### src/hw/rtl/slfw_pkg.sv
// slfw_pkg: shared types, constants and segment tables for the segment lcd
// serial frame writer; no dependencies
`timescale 1ns / 1ps

package slfw_pkg;

	localparam int ADDR_BITS    = 6;
	localparam int MAX_RUN_BITS = 8;
	localparam int FRAME_W      = 3 + ADDR_BITS + 4 * MAX_RUN_BITS;
	localparam int NIB_W        = 3 + ADDR_BITS + 4;
	localparam int LEN_W        = 6;
	localparam int CNT_W        = 4;

	localparam logic [2:0] MODE_CMD = 3'b100;
	localparam logic [2:0] MODE_WR  = 3'b101;

	typedef enum logic [1:0] {
		REQ_CMD    = 2'd0,
		REQ_NIBBLE = 2'd1,
		REQ_RUN    = 2'd2,
		REQ_DIGIT  = 2'd3
	} req_t;

	typedef enum logic {
		ST_IDLE  = 1'b0,
		ST_SHIFT = 1'b1
	} state_t;

	typedef struct packed {
		req_t                   req_type;
		logic [ADDR_BITS-1:0]   address;
		logic [7:0]             payload;
		logic [CNT_W-1:0]       bit_count;
		logic [1:0]             position;
		logic [3:0]             digit;
	} request_t;

	typedef struct packed {
		logic               drop;
		logic [FRAME_W-1:0] frame;
		logic [LEN_W-1:0]   len;
		logic [NIB_W-1:0]   pend_frame;
		logic               pend_valid;
	} frame_plan_t;

	typedef struct packed {
		logic             busy;
		logic [LEN_W-1:0] left;
		logic             pend_valid;
	} shift_status_t;

	function automatic logic [3:0] rev4(input logic [3:0] d);
		return {d[0], d[1], d[2], d[3]};
	endfunction

	function automatic logic [NIB_W-1:0] nibble_frame(input logic [ADDR_BITS-1:0] a,
		input logic [3:0] d);
		return {MODE_WR, a, rev4(d)};
	endfunction

	function automatic logic [7:0] seg_hex(input logic [3:0] d);
		logic [7:0] s;
		unique case (d)
			4'h0: s = 8'hAF;
			4'h1: s = 8'h06;
			4'h2: s = 8'hCB;
			4'h3: s = 8'h4F;
			4'h4: s = 8'h66;
			4'h5: s = 8'h6D;
			4'h6: s = 8'hED;
			4'h7: s = 8'h07;
			4'h8: s = 8'hEF;
			4'h9: s = 8'h6F;
			4'hA: s = 8'hE7;
			4'hB: s = 8'hEC;
			4'hC: s = 8'hA9;
			4'hD: s = 8'hCE;
			4'hE: s = 8'hE9;
			4'hF: s = 8'hE1;
			default: s = 8'h00;
		endcase
		return s;
	endfunction

	function automatic logic [7:0] seg_dec(input logic [3:0] d);
		logic [7:0] s;
		unique case (d)
			4'd0: s = 8'hEB;
			4'd1: s = 8'h60;
			4'd2: s = 8'hC7;
			4'd3: s = 8'hE5;
			4'd4: s = 8'h6C;
			4'd5: s = 8'hAD;
			4'd6: s = 8'hAF;
			4'd7: s = 8'hE0;
			4'd8: s = 8'hEF;
			4'd9: s = 8'hED;
			default: s = 8'h00;
		endcase
		return s;
	endfunction

endpackage

### src/hw/rtl/segment_lcd_serial_frame_writer.sv
// segment_lcd_serial_frame_writer: top level of the 3-wire segment lcd frame
// writer; depends on slfw_pkg, slfw_frame_build and slfw_shifter
`timescale 1ns / 1ps

// Usage:
// s_* takes one request: s_tuser is the request kind, s_tdata holds address,
// payload, bit count, position and digit. m_* gives the serial bits one per
// transfer: m_tdata[0] is the data level, m_tuser[0] marks the bit after which
// chip select is released, m_tlast marks the final bit of the request.
// A request is taken only while no frame is being shifted; it then sends 12
// bits for a command, 13 for a nibble write, 9 + 4 * count (up to 41) for a
// bit run and 26 for a digit through the single frame shift register, one bit
// per cycle while the output register can take it. The first bit goes through
// the shift register, then the output register; a new request can be taken in
// the cycle after the last bit enters the output register. Digit requests with
// a bad position or digit produce no bits and leave the block idle.
// With m_tready low a full output register holds and the shifter waits.
// Reset clears the sequencer and the output valid; no request is pending.

module segment_lcd_serial_frame_writer import slfw_pkg::*; (
	input  logic        clk,
	input  logic        arst_n,
	input  logic        s_tvalid,
	output logic        s_tready,
	input  logic [23:0] s_tdata,   // address, payload, bit_count, position, digit
	input  logic [1:0]  s_tuser,   // req_type
	output logic        m_tvalid,
	input  logic        m_tready,
	output logic [7:0]  m_tdata,   // data_bit, zero fill
	output logic [0:0]  m_tuser,   // frame_end
	output logic        m_tlast
);

	request_t      req;
	frame_plan_t   plan;
	shift_status_t status;
	logic          idle;
	logic          data_bit;

	assign req.req_type  = req_t'(s_tuser);
	assign req.address   = s_tdata[5:0];
	assign req.payload   = s_tdata[13:6];
	assign req.bit_count = s_tdata[17:14];
	assign req.position  = s_tdata[19:18];
	assign req.digit     = s_tdata[23:20];

	slfw_frame_build u_build (
		.req  (req),
		.plan (plan)
	);

	slfw_shifter u_shift (
		.clk           (clk),
		.arst_n        (arst_n),
		.load          (s_tvalid && s_tready),
		.plan          (plan),
		.idle          (idle),
		.out_ready     (m_tready),
		.out_valid     (m_tvalid),
		.out_bit       (data_bit),
		.out_frame_end (m_tuser[0]),
		.out_last      (m_tlast),
		.status        (status)
	);

	assign s_tready = idle;
	assign m_tdata  = {7'd0, data_bit};

	a_busy_has_bits: assert property (@(posedge clk) disable iff (!arst_n)
		status.busy |-> (status.left != '0))
		else $error("shifter busy with no bits left");

	a_last_ends_frame: assert property (@(posedge clk) disable iff (!arst_n)
		(m_tvalid && m_tlast) |-> m_tuser[0])
		else $error("last bit of request does not end a frame");

	a_pend_only_busy: assert property (@(posedge clk) disable iff (!arst_n)
		status.pend_valid |-> status.busy)
		else $error("second frame pending while idle");

	a_req_starts: assert property (@(posedge clk) disable iff (!arst_n)
		(s_tvalid && s_tready && (s_tuser != REQ_DIGIT)) |=> status.busy)
		else $error("accepted request did not start a frame");

endmodule

### src/hw/rtl/slfw_frame_build.sv
// slfw_frame_build: turns one request into an msb-aligned frame, its length
// and an optional second nibble frame; depends on slfw_pkg
`timescale 1ns / 1ps

module slfw_frame_build import slfw_pkg::*; (
	input  request_t    req,
	output frame_plan_t plan
);

	localparam int RUN_TOP = FRAME_W - 1 - 3 - ADDR_BITS;

	logic [CNT_W-1:0] cnt_sat;
	logic [7:0]       seg;
	logic [ADDR_BITS-1:0] base;
	logic [3:0]       hi_nib;

	always_comb begin
		plan = '0;
		cnt_sat = (req.bit_count > CNT_W'(MAX_RUN_BITS)) ? CNT_W'(MAX_RUN_BITS) : req.bit_count;
		seg = (req.position == 2'd3) ? seg_dec(req.digit) : seg_hex(req.digit);
		base = (req.position == 2'd3) ? ADDR_BITS'(1)
			: ((req.position == 2'd1) ? ADDR_BITS'(4) : ADDR_BITS'(6));
		hi_nib = (req.position == 2'd3) ? (seg[7:4] | 4'd1) : seg[7:4];
		unique case (req.req_type)
			REQ_CMD: begin
				plan.frame[FRAME_W-1 -: 12] = {MODE_CMD, req.payload, 1'b0};
				plan.len = LEN_W'(12);
			end
			REQ_NIBBLE: begin
				plan.frame[FRAME_W-1 -: NIB_W] = nibble_frame(req.address, req.payload[3:0]);
				plan.len = LEN_W'(NIB_W);
			end
			REQ_RUN: begin
				plan.frame[FRAME_W-1 -: 3 + ADDR_BITS] = {MODE_WR, req.address};
				// bits past the length are never shifted out
				for (int i = 0; i < MAX_RUN_BITS; i++) begin
					plan.frame[RUN_TOP - 4 * i] = req.payload[i];
				end
				plan.len = LEN_W'(3 + ADDR_BITS) + {cnt_sat[LEN_W-3:0], 2'b00};
			end
			REQ_DIGIT: begin
				plan.drop = (req.position == 2'd0)
					|| ((req.position == 2'd3) && (req.digit > 4'd9));
				plan.frame[FRAME_W-1 -: NIB_W] = nibble_frame(base, hi_nib);
				plan.pend_frame = nibble_frame(base + ADDR_BITS'(1), seg[3:0]);
				plan.pend_valid = 1'b1;
				plan.len = LEN_W'(NIB_W);
			end
			default: plan = '0;
		endcase
	end

endmodule

### src/hw/rtl/slfw_shifter.sv
// slfw_shifter: frame shift register, bit counter and output register under a
// small sequencer; depends on slfw_pkg
`timescale 1ns / 1ps

module slfw_shifter import slfw_pkg::*; (
	input  logic          clk,
	input  logic          arst_n,
	input  logic          load,
	input  frame_plan_t   plan,
	output logic          idle,
	input  logic          out_ready,
	output logic          out_valid,
	output logic          out_bit,
	output logic          out_frame_end,
	output logic          out_last,
	output shift_status_t status
);

	state_t state_q, state_d;
	logic [FRAME_W-1:0] shift_q;
	logic [LEN_W-1:0]   left_q;
	logic [NIB_W-1:0]   pend_q;
	logic               pend_v_q;
	logic               ovalid_q, obit_q, oend_q, olast_q;
	logic               step;
	logic               frame_done;

	assign idle       = (state_q == ST_IDLE);
	assign step       = (state_q == ST_SHIFT) && (!ovalid_q || out_ready);
	assign frame_done = (left_q == LEN_W'(1));

	always_comb begin
		state_d = state_q;
		unique case (state_q)
			ST_IDLE: begin
				if (load && !plan.drop) begin
					state_d = ST_SHIFT;
				end
			end
			ST_SHIFT: begin
				if (step && frame_done && !pend_v_q) begin
					state_d = ST_IDLE;
				end
			end
			default: state_d = ST_IDLE;
		endcase
	end

	always_ff @(posedge clk or negedge arst_n) begin
		if (!arst_n) begin
			state_q  <= ST_IDLE;
			left_q   <= '0;
			pend_v_q <= 1'b0;
			ovalid_q <= 1'b0;
		end else begin
			state_q <= state_d;
			if (load && idle && !plan.drop) begin
				left_q   <= plan.len;
				pend_v_q <= plan.pend_valid;
			end else if (step) begin
				if (frame_done && pend_v_q) begin
					left_q   <= LEN_W'(NIB_W);
					pend_v_q <= 1'b0;
				end else begin
					left_q <= left_q - LEN_W'(1);
				end
			end
			if (step) begin
				ovalid_q <= 1'b1;
			end else if (out_ready) begin
				ovalid_q <= 1'b0;
			end
		end
	end

	always_ff @(posedge clk) begin
		if (load && idle) begin
			shift_q <= plan.frame;
			pend_q  <= plan.pend_frame;
		end else if (step) begin
			if (frame_done && pend_v_q) begin
				shift_q <= {pend_q, (FRAME_W - NIB_W)'(0)};
			end else begin
				shift_q <= {shift_q[FRAME_W-2:0], 1'b0};
			end
		end
		if (step) begin
			obit_q  <= shift_q[FRAME_W-1];
			oend_q  <= frame_done;
			olast_q <= frame_done && !pend_v_q;
		end
	end

	assign out_valid         = ovalid_q;
	assign out_bit           = obit_q;
	assign out_frame_end     = oend_q;
	assign out_last          = olast_q;
	assign status.busy       = (state_q == ST_SHIFT);
	assign status.left       = left_q;
	assign status.pend_valid = pend_v_q;

endmodule
### config.mk
export PLATFORM = sky130hd
export DESIGN_NAME = segment_lcd_serial_frame_writer
export DESIGN_NICKNAME = d
export VERILOG_FILES = /design/src/hw/rtl/slfw_pkg.sv /design/src/hw/rtl/segment_lcd_serial_frame_writer.sv /design/src/hw/rtl/slfw_frame_build.sv /design/src/hw/rtl/slfw_shifter.sv
export SDC_FILE = /design/constraint.sdc
export NUM_CORES = 1
export LEC_CHECK = 0
export BUFFER_PORTS_ARGS = -buffer_cell sky130_fd_sc_hd__buf_2
export CORE_UTILIZATION = 30
export DETAILED_ROUTE_END_ITERATION = 7
export PLACE_DENSITY = 0.49
export REMOVE_ABC_BUFFERS = 1
export SLEW_MARGIN = 20
export SYNTH_ARGS = -nofsm -noshare
export SYNTH_HDL_FRONTEND = slang
export SYNTH_HIERARCHICAL = 1
export SYNTH_SLANG_ARGS = --single-unit
### constraint.sdc
create_clock -name clk -period 2.4 [get_ports clk]
set_clock_uncertainty 0.15 [all_clocks]
set_input_delay 0.12 -clock clk [delete_from_list [all_inputs] [get_ports clk]]
set_output_delay 0.12 -clock clk [all_outputs]
set_load 0.005 [all_outputs]
==> results.yml <==
finish:
  fin_cells: 615
  nets: 479
  n_antenna_cell: 0
  drive_gt1_share_pct: 17.54
  final_util_pct: 34.24
  fill_cells: 1344
  syn2layout_area_growth_pct: 11.08
die:
  initial_core_util_pct: 30.82
  dieHeight_microns: 118.9
  core_sq_um: 13300
  rows: 42
  fp.dieArea_sq_um: 14130
  io_pins: 42
  die_width_microns: 118.9
sta:
  final.min_clock_period_ns: 1.888
  hold_viol_final: 0
  fin_tns_setup_ns: 0
  fmax_mhz: 529.6
  fin_crit_sh_pct: 78.68
  rsz0062_at_grt: "no"
  fin_ws_ns: 0.5118
  timing.hold.ws_ns: 0.02392
  drv_slew: 0
  final-setup-viol-count: 0
yosys:
  mappedNetlistArea_sq_um: 4098
  yosysWarningCount: 6
  avgSynthCellArea_sq_um: 9.946
  syn_inst: 412
grt:
  grt_max_degree: 96
  grt_pass1_wl_microns: 13310
  grtUsageMet3_pct: 3.544
  grtUsageMet2_pct: 17.58
  grt_busiest_layer: "met2"
  antenna_found_initial: 0
  first_global_vias: 2697
  gr-usage-all-layers_pct: 12.02
  grt-ovfl-total: 0
  grt_util_met1_pct: 17.10
clocking:
  cts_root_buffer: "clkbuf_16"
  worstSkewPairLatency_ns: 0.33
  numCtsBuffers: 9
  cts_tree: "built"
  htreeDepth: 3
  post_cts_buffers: 0
  clock_path_buffers: 2
  clk_pin_slew_worst_paths_ns: 0.06
  cts.sinks: 66
power_and_ir_drop:
  p_leak_nw: 1.891
  peakVddDrop_mv: 0.3957
  power.density_nw_per_um2: 1041
critical_path:
  rrSetupSlack_ns: 0.51
  max_stage_delay_ns: 0.41
  path_max_fanout: 40
  crit_start: "u_shift/left_q[1]"
  startpoint_type: "flip-flop"
  crit_arrival_ns: 1.80
  crit_type: "reg -> reg"
  slowest_stage: "dfrtp_1"
  reg2reg_depth: 7
  required_ns: 2.31
  path_cells: "inv_1 -> ha_1 -> nor3b_4 -> nand3_2 -> buf_12 -> mux2i_1 -> o21ai_1"
  end_kind: "flip-flop"
  reg2reg_from: "u_shift/left_q[1]"
  reg2reg_to: "u_shift/shift_q[37]"
min_path:
  holdPathEnd: "u_shift/pend_q[5]"
  hold_start: "s_tdata[19]"
  whs_path_depth: 2
  hold_class: "in -> reg"
drt:
  firstDrtPassIters: 4
  antenna_left: 0
  vias: 2732
  wl_microns: 7882
  avgRoutedWirePerCell_microns: 12.82
  via_per_inst: 4.442
  first_iter_violations: 256
  drt_drc_violations_left: 0
job:
  maxCapViolCount: 0
status:
  status: "completed"
placed_design:
  hpwl_microns: 5263
  portBuffers: 34
  placed_cells: 599
  finalWeightedCongestion: 0.8440
  dp_slack_ns: 0.3198
==> worst max-delay path by stage <==
stage	slack, ns	end
finish	0.51	u_shift/shift_q[37]
global route	0.36	u_shift/shift_q[38]
CTS	0.47	u_shift/shift_q[30]
detailed placement	0.32	u_shift/left_q[2]
global placement	0.36	u_shift/left_q[2]
floorplan	-1.84	u_shift/shift_q[0]
==> placed cells by master (no fill, tap or decap), drive strengths merged, types with 2 or more instances in the layout <==
master and n:
a211oi 2, nor3b 2, clkinv 3, nand3 6, nor2b 5, nor3 5, and3 3, conb 35
o32ai 2, mux2i 15, o31ai 3, and2 9, inv 13, ha 14, a22o 5, nand2 91
or2 2, a22oi 3, a21boi 2, a31oi 3, a21oi 8, dfrtp 9, o21ai 54, nand4 3
clkbuf 10, edfxtp 57, o311ai 2, o21a 2, or3 2, nand2b 7, nand3b 4, nor2 8
buf 40
==> final cells by class <==
class	count	area, sq um	area share [%]
flip-flops and latches	66	1937	42.55
clock inverters	5	56.30	1.237
well taps	176	220.2	4.838
multi-input cells	304	1795	39.44
inverters	13	51.30	1.127
clock buffers	10	229.0	5.030
repair buffers	41	262.8	5.772
==> worst max-delay path: cells and delay by family (launching register included) <==
family	cells	cell delay [ns]
AO/OA/AOI/OAI	1	0.10
AND/OR/NAND/NOR	2	0.35
adder cells (fa/ha/maj)	1	0.14
multiplexers	1	0.16
buffers and inverters	2	0.29
flip-flops	1	0.41
==> per-stage QoR <==
stage,cell area (sq um),power (mW)
6_report,4552,4.737
5_1_grt,4552,5.065
4_1_cts,4552,4.800
3_5_place_dp,4257,3.495
3_3_place_gp,4257,3.475
2_1_floorplan,3776,3.036
==> sequential cells by signal, indices dropped and copies added, names as in the netlist <==
| register | flops |
|---|---|
| u_shift/left_q | 6 |
| u_shift/out_bit | 1 |
| u_shift/out_frame_end | 1 |
| u_shift/out_last | 1 |
| u_shift/out_valid | 1 |
| u_shift/pend_q | 13 |
| u_shift/pend_v_q | 1 |
| u_shift/shift_q | 41 |
| u_shift/state_q | 1 |
==> timing repair <==
item                                   CTS  global route
resized for setup                        0             0
hold buffers                             1             0
endpoints found under the hold margin    9             0
==> report_power, final <==
group	internal, mW	switching, mW	leakage, nW
clock network	0.796	0.484	0.138
logic	0.494	0.800	1.09
registers	1.98	0.182	0.660
==> metal layers <==
| layer | routed length, microns | up-vias |
|---|---|---|
| met5 | 0 | - |
| met4 | 48 | 0 |
| met3 | 388 | 5 |
| met2 | 3368 | 67 |
| met1 | 4077 | 1243 |
| li1 | - | 1417 |
Note: power is estimated with default switching activity, not from simulation.
